File: src/hw/rtl/hsc_pkg.sv
// shared types, widths, codes and bit-mapping functions of the hamming sec codec
// no dependencies; used by every module of the codec
`default_nettype none

package hsc_pkg;

    localparam int CODE_W = 63;
    localparam int DATA_W = 57;
    localparam int SYN_W = 6;
    localparam int LEN_W = 6;
    localparam int PAR_W = 3;
    localparam int MAX_DATA_BITS = 57;
    localparam logic [LEN_W-1:0] RESET_DATA_LENGTH = 6'd4;

    localparam logic KIND_ENCODE = 1'b0;
    localparam logic KIND_DECODE = 1'b1;

    typedef struct packed {
        logic [LEN_W-1:0] k;
        logic [PAR_W-1:0] r;
        logic [LEN_W-1:0] n;
    } t_dims;

    typedef struct packed {
        logic              kind;
        logic [CODE_W-1:0] word;
    } t_word;

    typedef struct packed {
        logic              kind;
        logic [CODE_W-1:0] word;
        logic [SYN_W-1:0]  syn;
    } t_syn;

    typedef struct packed {
        logic [CODE_W-1:0] code;
        logic [DATA_W-1:0] data;
        logic [SYN_W-1:0]  syn;
        logic              err;
    } t_result;

    function automatic t_dims f_dims(input logic [LEN_W-1:0] len);
        logic [LEN_W-1:0] k;
        logic [PAR_W-1:0] r;
        t_dims            d;
        k = len;
        if (k == '0) begin
            k = LEN_W'(1);
        end
        if (k > LEN_W'(MAX_DATA_BITS)) begin
            k = LEN_W'(MAX_DATA_BITS);
        end
        r = PAR_W'(SYN_W);
        for (int rr = SYN_W; rr >= 1; rr--) begin
            if ((32'd1 << rr) >= (32'(k) + 32'(rr) + 32'd1)) begin
                r = PAR_W'(rr);
            end
        end
        d.k = k;
        d.r = r;
        d.n = k + LEN_W'(r);
        return d;
    endfunction

    function automatic logic f_is_pow2(input int v);
        return (v != 0) && ((v & (v - 1)) == 0);
    endfunction

    // data bits go to the positions that are not powers of two, in order
    function automatic logic [CODE_W-1:0] f_scatter(input logic [DATA_W-1:0] data);
        logic [CODE_W-1:0] code;
        int                d;
        code = '0;
        d = 0;
        for (int j = 1; j <= CODE_W; j++) begin
            if (!f_is_pow2(j)) begin
                if (d < DATA_W) begin
                    code[j-1] = data[d];
                end
                d++;
            end
        end
        return code;
    endfunction

    function automatic logic [DATA_W-1:0] f_gather(input logic [CODE_W-1:0] code);
        logic [DATA_W-1:0] data;
        int                d;
        data = '0;
        d = 0;
        for (int j = 1; j <= CODE_W; j++) begin
            if (!f_is_pow2(j)) begin
                if (d < DATA_W) begin
                    data[d] = code[j-1];
                end
                d++;
            end
        end
        return data;
    endfunction

    // parity bit i covers every position whose index has bit i set
    function automatic logic [SYN_W-1:0] f_syndrome(input logic [CODE_W-1:0] word);
        logic [SYN_W-1:0] s;
        s = '0;
        for (int i = 0; i < SYN_W; i++) begin
            for (int j = 1; j <= CODE_W; j++) begin
                if (((j >> i) & 1) == 1) begin
                    s[i] = s[i] ^ word[j-1];
                end
            end
        end
        return s;
    endfunction

endpackage

`default_nettype wire

File: src/hw/rtl/hsc_place.sv
// first pipeline stage: masks the request and places it in codeword positions
// depends on hsc_pkg
`default_nettype none

module hsc_place (
    input  wire logic                        i_clk,
    input  wire logic                        i_rst_n,
    input  wire hsc_pkg::t_dims              i_dims,
    input  wire logic                        i_valid,
    output logic                             o_ready,
    input  wire logic                        i_kind,
    input  wire logic [hsc_pkg::DATA_W-1:0]  i_data_word,
    input  wire logic [hsc_pkg::CODE_W-1:0]  i_code_in,
    output logic                             o_valid,
    input  wire logic                        i_ready,
    output hsc_pkg::t_word                   o_word
);

    logic                          r_valid;
    hsc_pkg::t_word                r_word;
    hsc_pkg::t_word                n_word;
    logic [hsc_pkg::DATA_W-1:0]    data_mask;
    logic [hsc_pkg::CODE_W-1:0]    code_mask;

    always_comb begin
        for (int i = 0; i < hsc_pkg::DATA_W; i++) begin
            data_mask[i] = (i < int'(i_dims.k));
        end
        for (int i = 0; i < hsc_pkg::CODE_W; i++) begin
            code_mask[i] = (i < int'(i_dims.n));
        end
    end

    always_comb begin
        n_word.kind = i_kind;
        if (i_kind == hsc_pkg::KIND_ENCODE) begin
            n_word.word = hsc_pkg::f_scatter(i_data_word & data_mask);
        end else begin
            n_word.word = i_code_in & code_mask;
        end
    end

    assign o_ready = !r_valid || i_ready;

    always_ff @(posedge i_clk) begin
        if (!i_rst_n) begin
            r_valid <= 1'b0;
        end else if (o_ready) begin
            r_valid <= i_valid;
        end
    end

    always_ff @(posedge i_clk) begin
        if (o_ready && i_valid) begin
            r_word <= n_word;
        end
    end

    assign o_valid = r_valid;
    assign o_word  = r_word;

endmodule

`default_nettype wire

File: src/hw/rtl/hsc_syndrome.sv
// second pipeline stage: xor trees that form the syndrome of the placed word
// depends on hsc_pkg
`default_nettype none

module hsc_syndrome (
    input  wire logic           i_clk,
    input  wire logic           i_rst_n,
    input  wire logic           i_valid,
    output logic                o_ready,
    input  wire hsc_pkg::t_word i_word,
    output logic                o_valid,
    input  wire logic           i_ready,
    output hsc_pkg::t_syn       o_syn
);

    logic          r_valid;
    hsc_pkg::t_syn r_syn;
    hsc_pkg::t_syn n_syn;

    always_comb begin
        n_syn.kind = i_word.kind;
        n_syn.word = i_word.word;
        n_syn.syn  = hsc_pkg::f_syndrome(i_word.word);
    end

    assign o_ready = !r_valid || i_ready;

    always_ff @(posedge i_clk) begin
        if (!i_rst_n) begin
            r_valid <= 1'b0;
        end else if (o_ready) begin
            r_valid <= i_valid;
        end
    end

    always_ff @(posedge i_clk) begin
        if (o_ready && i_valid) begin
            r_syn <= n_syn;
        end
    end

    assign o_valid = r_valid;
    assign o_syn   = r_syn;

endmodule

`default_nettype wire

File: src/hw/rtl/hsc_correct.sv
// third pipeline stage: inserts parity on encode, corrects and extracts data on decode
// depends on hsc_pkg; holds the output register of the codec
`default_nettype none

module hsc_correct (
    input  wire logic           i_clk,
    input  wire logic           i_rst_n,
    input  wire hsc_pkg::t_dims i_dims,
    input  wire logic           i_valid,
    output logic                o_ready,
    input  wire hsc_pkg::t_syn  i_syn,
    output logic                o_valid,
    input  wire logic           i_ready,
    output hsc_pkg::t_result    o_result
);

    logic                       r_valid;
    hsc_pkg::t_result           r_result;
    hsc_pkg::t_result           n_result;
    logic [hsc_pkg::CODE_W-1:0] code;
    logic [hsc_pkg::CODE_W-1:0] flip;

    always_comb begin
        code = i_syn.word;
        flip = '0;
        n_result = '0;
        if (i_syn.kind == hsc_pkg::KIND_ENCODE) begin
            // parity bit i sits at position 2^i
            for (int i = 0; i < hsc_pkg::SYN_W; i++) begin
                code[(1 << i) - 1] = i_syn.syn[i];
            end
            n_result.code = code;
        end else begin
            if (i_syn.syn != '0 && i_syn.syn <= i_dims.n) begin
                flip = hsc_pkg::CODE_W'(1) << (i_syn.syn - hsc_pkg::SYN_W'(1));
            end
            n_result.code = code ^ flip;
            n_result.data = hsc_pkg::f_gather(code ^ flip);
            n_result.syn  = i_syn.syn;
            n_result.err  = (i_syn.syn > i_dims.n);
        end
    end

    assign o_ready = !r_valid || i_ready;

    always_ff @(posedge i_clk) begin
        if (!i_rst_n) begin
            r_valid <= 1'b0;
        end else if (o_ready) begin
            r_valid <= i_valid;
        end
    end

    always_ff @(posedge i_clk) begin
        if (o_ready && i_valid) begin
            r_result <= n_result;
        end
    end

    assign o_valid  = r_valid;
    assign o_result = r_result;

endmodule

`default_nettype wire

File: src/hw/rtl/hamming_sec_codec_core.sv
// top level of the hamming single-error-correcting codec
// depends on hsc_pkg, hsc_place, hsc_syndrome and hsc_correct
`default_nettype none

// Hamming SEC encoder/decoder for k = 1..57 data bits, n = k + r codeword bits.
// A request with kind 0 encodes i_data_word (bits at or above k ignored); kind 1
// decodes i_code_in (bits at or above n ignored), flips the bit named by a syndrome
// in 1..n, flags a nonzero syndrome above n and returns the data bits. Codeword
// bit i-1 holds position i; parity bits sit at the power-of-two positions.
// The datapath is a three-stage pipeline (placement, syndrome xor trees,
// correction and extraction), so a request can be accepted every clock while the
// output side is ready; each request passes the placement, syndrome and correction registers in order.
// The last stage doubles as the output register; back pressure stalls the stages
// in place without loss. The data length register (zero reads as one, values
// above 57 as 57) is written through its own valid/ready port, always ready, and
// must only be changed while no request is in flight. Reset value is 4 (n = 7).

module hamming_sec_codec_core (
    input  wire logic                        i_clk,
    input  wire logic                        i_rst_n,
    // configuration write
    input  wire logic                        i_cfg_valid,
    output logic                             o_cfg_ready,
    input  wire logic [hsc_pkg::LEN_W-1:0]   i_cfg_data_length,
    // request channel
    input  wire logic                        i_valid,
    output logic                             o_ready,
    input  wire logic                        i_kind,
    input  wire logic [hsc_pkg::DATA_W-1:0]  i_data_word,
    input  wire logic [hsc_pkg::CODE_W-1:0]  i_code_in,
    // result channel
    output logic                             o_valid,
    input  wire logic                        i_ready,
    output logic [hsc_pkg::CODE_W-1:0]       o_code_out,
    output logic [hsc_pkg::DATA_W-1:0]       o_data_out,
    output logic [hsc_pkg::SYN_W-1:0]        o_syndrome,
    output logic                             o_error_out_of_range,
    output logic [hsc_pkg::LEN_W-1:0]        o_code_length,
    output logic [hsc_pkg::PAR_W-1:0]        o_parity_count
);

    // code dimensions are derived once at the write, not per request
    hsc_pkg::t_dims   r_dims;

    // inter-stage signals
    logic             place_valid;
    logic             syn_ready;
    hsc_pkg::t_word   place_word;
    logic             syn_valid;
    logic             corr_ready;
    hsc_pkg::t_syn    syn_word;
    hsc_pkg::t_result result;

    assign o_cfg_ready = 1'b1;

    always_ff @(posedge i_clk) begin
        if (!i_rst_n) begin
            r_dims <= hsc_pkg::f_dims(hsc_pkg::RESET_DATA_LENGTH);
        end else if (i_cfg_valid && o_cfg_ready) begin
            r_dims <= hsc_pkg::f_dims(i_cfg_data_length);
        end
    end

    // stage 1: mask and place data or received word
    hsc_place u_place (
        .i_clk       (i_clk),
        .i_rst_n     (i_rst_n),
        .i_dims      (r_dims),
        .i_valid     (i_valid),
        .o_ready     (o_ready),
        .i_kind      (i_kind),
        .i_data_word (i_data_word),
        .i_code_in   (i_code_in),
        .o_valid     (place_valid),
        .i_ready     (syn_ready),
        .o_word      (place_word)
    );

    // stage 2: syndrome over all positions, the upper ones are already zero
    hsc_syndrome u_syndrome (
        .i_clk   (i_clk),
        .i_rst_n (i_rst_n),
        .i_valid (place_valid),
        .o_ready (syn_ready),
        .i_word  (place_word),
        .o_valid (syn_valid),
        .i_ready (corr_ready),
        .o_syn   (syn_word)
    );

    // stage 3: parity insertion or single-bit correction, then the output register
    hsc_correct u_correct (
        .i_clk    (i_clk),
        .i_rst_n  (i_rst_n),
        .i_dims   (r_dims),
        .i_valid  (syn_valid),
        .o_ready  (corr_ready),
        .i_syn    (syn_word),
        .o_valid  (o_valid),
        .i_ready  (i_ready),
        .o_result (result)
    );

    assign o_code_out           = result.code;
    assign o_data_out           = result.data;
    assign o_syndrome           = result.syn;
    assign o_error_out_of_range = result.err;
    // the user must keep dimensions stable while requests are in flight; the block does not enforce it
    assign o_code_length        = r_dims.n;
    assign o_parity_count       = r_dims.r;

endmodule

`default_nettype wire

File: config.mk
export PLATFORM = sky130hd
export DESIGN_NAME = hamming_sec_codec_core
export DESIGN_NICKNAME = d
export VERILOG_FILES = /design/src/hw/rtl/hsc_pkg.sv /design/src/hw/rtl/hsc_place.sv /design/src/hw/rtl/hsc_syndrome.sv /design/src/hw/rtl/hsc_correct.sv /design/src/hw/rtl/hamming_sec_codec_core.sv
export SDC_FILE = /design/constraint.sdc
export NUM_CORES = 1
export LEC_CHECK = 0
export CORE_MARGIN = 10
export CORE_UTILIZATION = 45
export CTS_BUF_LIST = sky130_fd_sc_hd__clkbuf_8
export CTS_CLUSTER_DIAMETER = 200
export DETAILED_ROUTE_END_ITERATION = 12
export DONT_BUFFER_PORTS = 1
export HOLD_SLACK_MARGIN = 0.08
export SETUP_SLACK_MARGIN = 0.15
export SYNTH_ARGS = -nofsm -noshare
export SYNTH_HDL_FRONTEND = slang
export SYNTH_SLANG_ARGS = --single-unit
File: constraint.sdc
create_clock -name i_clk -period 7.95 [get_ports i_clk]
set_clock_uncertainty 0.2 [all_clocks]
set_input_delay 1.1925 -clock i_clk [delete_from_list [all_inputs] [get_ports i_clk]]
set_output_delay 1.1925 -clock i_clk [all_outputs]
set_load 0.01 [all_outputs]
==> run metrics <==
Worst R2R Start=o_code_length[2]; H-tree Lvls=2; Comb power frac=22.5%; fin nets=1,409; biggest area consumer among synthesized cells=edfxtp_1; Switching Fraction=32.9%; Post-CTS Setup Inserts=0; site row count=65; Initial Utilization=46.0%; CORE AREA=0.0317 sq mm; top_reg_cell synth=edfxtp_1; Antenna Violating Nets Remaining=0; GRT overflow=0; number of enable flip-flop cells after synthesis=261; largest net degree at the start of global routing=71; antenna violations before repair=2; Pre-antenna DRT Iters=5; min-delay worst type=flop to flop; setup ws final=3.41 ns; Slew @ Worst Pin=1.03 ns; synth top area cells=edfxtp_1 (54%), xnor2_1 (8.5%), xor2_1 (3.8%), nand2_1 (3.0%), o211ai_1 (2.5%); Place WS=3.26 ns; sequential area share after synthesis=56.2%; DRT iter0 DRCs=820; Max Freq=220 MHz; total I/O pin count=271; GPL Wtd Cong=0.952; Clock Path Buffers=3; via count=10,100; # setup viols final=0; DP Wirelength=35,800 um; internal power=0.00277 W; Worst EP arrival=4.76 ns; kind of cell adding the most delay to the critical path=simple AND/OR/NAND/NOR gates; R2R Setup Slk=3.41 ns; first-pass GRT wire length=67,200 um; Root Driver=clkbuf_8; IO buf count=0; endpoint class of the critical path=flop; RSZ-0062 raised after global routing=false; minimum clock period=4.54 ns; number of global-route vias before repair=9,923; CP cell instances=clkinv_1 > ha_1 > o21ai_0 > a21oi_1 > o21ai_2 > buf_4 > nand3_1 > or3_1 > a21boi_0; CP Max Fanout=38; startpoint class of the critical path=flop; Slew Limit Fails=0; max cap viols=0; Remaining DRCs=0; Synth Instances=1,288; Die Width=200 um; Final Hold Viols=0; sequential power share=46.2%; Clk pwr share=31.4%; worst path bufs/invs=2; Sink Count=279; pwr dens=263 mW/mm^2; Worst Hold Launch=u_place.o_word[63]; Sum Neg Setup Slack=0 ns; cts repair resizes=0; Worst Path Required=8.17 ns; Crit Path Category=flop to flop; area share of the largest cell type after synthesis=53.8%; Mapped Area=0.0146 sq mm; Worst Reg-to-Reg Cells=9; Die Area=0.0400 sq mm; P_sw=0.00136 W; mean number of vias per cell=5.93; delay of the slowest critical-path stage=0.84 ns; Die Y=200 um; GRT Util Overall=22.9%; relative slew slack=31.3%; mean post-synth cell area=11.3 sq um; TritonCTS clock tree=yes; Reg2Reg Capture Point=u_correct.o_result[60]; Num CTS Buffers=48; P&R area growth vs syn=8.04%; status=completed; Storage cell area=0.00820 sq mm; register bit total from synthesis=279; Async S/R FF share, synth=0%; CTS clk-pin slew, worst paths=0.06 ns; YS warnings=0; period utilization=57.1%; Routed WL per cell=27.4 um; CP max-delay cell=dfxtp_1; final WL=46,500 um; Syn Nets=1,437; WHS Endpoint=u_syndrome.o_syn[69]; fill count=2,873; layout cells sized above 1=7.18%; Max rail drop VDD=144 uV; hold path depth=0; Multi-input gate area=0.00591 sq mm; Skew-Pair Late Insertion Delay=0.58 ns; cell leakage power=5.43 nW; Post-CTS Hold Buffers=0; Synth cell types=66
==> cells in the final DEF (no fill, tap or decap), types with 25 or more instances in the layout <==
cell type and n:
o211ai_1 49, nand4_1 25, nand3_1 55, clkbuf_8 49
a21oi_1 31, xnor2_1 141, nor2_1 70, o21ai_0 68
nand2_1 117, edfxtp_1 261, xor2_1 64, inv_1 34
and2_1 47
==> worst register-to-register path: stages, from the launching register on <==
cell and delay (ns):
dfxtp_1 0.84, clkinv_1 0.51, ha_1 0.44, o21ai_0 0.08
a21oi_1 0.12, o21ai_2 0.13, buf_4 0.37, nand3_1 0.84
or3_1 0.66, a21boi_0 0.20
==> logic make-up after synthesis <==
| group | after synthesis | synth area share, % |
|---|---|---|
| XOR/XNOR | 208 | 12.8 |
| AND/OR/NAND/NOR | 426 | 14.7 |
| AO/OA/AOI/OAI | 236 | 10.8 |
| other | 1 | 0.0257 |
| buffers and inverters | 114 | 3.46 |
| multiplexers | 7 | 0.481 |
| adder cells (fa/ha/maj) | 17 | 1.51 |
| flip-flops | 279 | 56.2 |
==> how the worst max path moves through the flow <==
stage	startpoint	to	depth (start not counted)
final	o_code_length[2]	u_correct.o_result[60]	9
after global routing	o_code_length[2]	u_correct.o_result[41]	9
after CTS	o_code_length[2]	u_correct.o_result[41]	9
after detailed placement	i_cfg_data_length[4]	o_code_length[4]	19
after global placement	i_cfg_data_length[4]	o_code_length[4]	19
after floorplan	i_ready	u_correct.o_result[0]	2
==> metrics by stage <==
stage	utilization, %	power (W)	cell area, sq um	hold slack (ns)	std cells
2_1_floorplan	-	0.00260	14600	0.200	1288
3_3_place_gp	46.6	0.00286	14800	0.211	1612
3_5_place_dp	46.6	0.00286	14800	0.210	1612
4_1_cts	49.6	0.00416	15700	0.228	1698
5_1_grt	49.6	0.00432	15700	0.252	1698
6_report	49.6	0.00414	15700	0.231	1699
==> cell usage after synthesis (all sizes together) (4+ instances only) <==
library cell and count:
nand2b 15, o211ai 49, a21o 5, o21ai 71, nand3b 4, o22ai 6, or2 4, o211a 5
o311ai 12, a31oi 9, nand3 55, clkbuf 60, nand4 25, a32o 4, inv 21, nor3 22
xor2 64, nor2b 19, o31ai 8, nor2 71, buf 31, and2 48, dfxtp 18, nand2 117
edfxtp 261, mux2i 7, a21oi 31, xnor2 141, or3 21, a21boi 18, ha 16, and3 13
==> power groups by stage <==
stage	combinational, W	clock (W)	sequential, W
final	0.000930	0.00130	0.00191
after global routing	0.00102	0.00139	0.00192
after CTS	0.000925	0.00133	0.00191
after detailed placement	0.000922	0	0.00194
after global placement	0.000920	0	0.00193
after floorplan	0.000774	0	0.00183
==> metal layers <==
metal,vias up,track usage [%],share of wire (%)
met5,-,0,0.015
met4,2,6.45,2.0
met3,67,6.60,9.2
met2,530,34.6,44
met1,4865,31.3,45
li1,4612,-,-
==> state kept, by name, indices dropped and copies added (netlist names) <==
name                count
u_place.o_word         64
o_code_length           6
r_dims                  6
u_correct.o_valid       1
o_parity_count          3
u_correct.o_result    127
u_syndrome.o_syn       70
u_place.o_valid         1
u_syndrome.o_valid      1
==> cell type report <==
type | instances | area share (%)
antenna | 1 | 0.0159
clock buffer | 49 | 4.28
clock inverter | 37 | 1.75
inverter | 23 | 0.548
multi-input combinational | 895 | 37.5
sequential | 279 | 52.1
tap | 402 | 3.19
timing repair buffer | 13 | 0.620
Note: power is estimated with default switching activity, not from simulation.
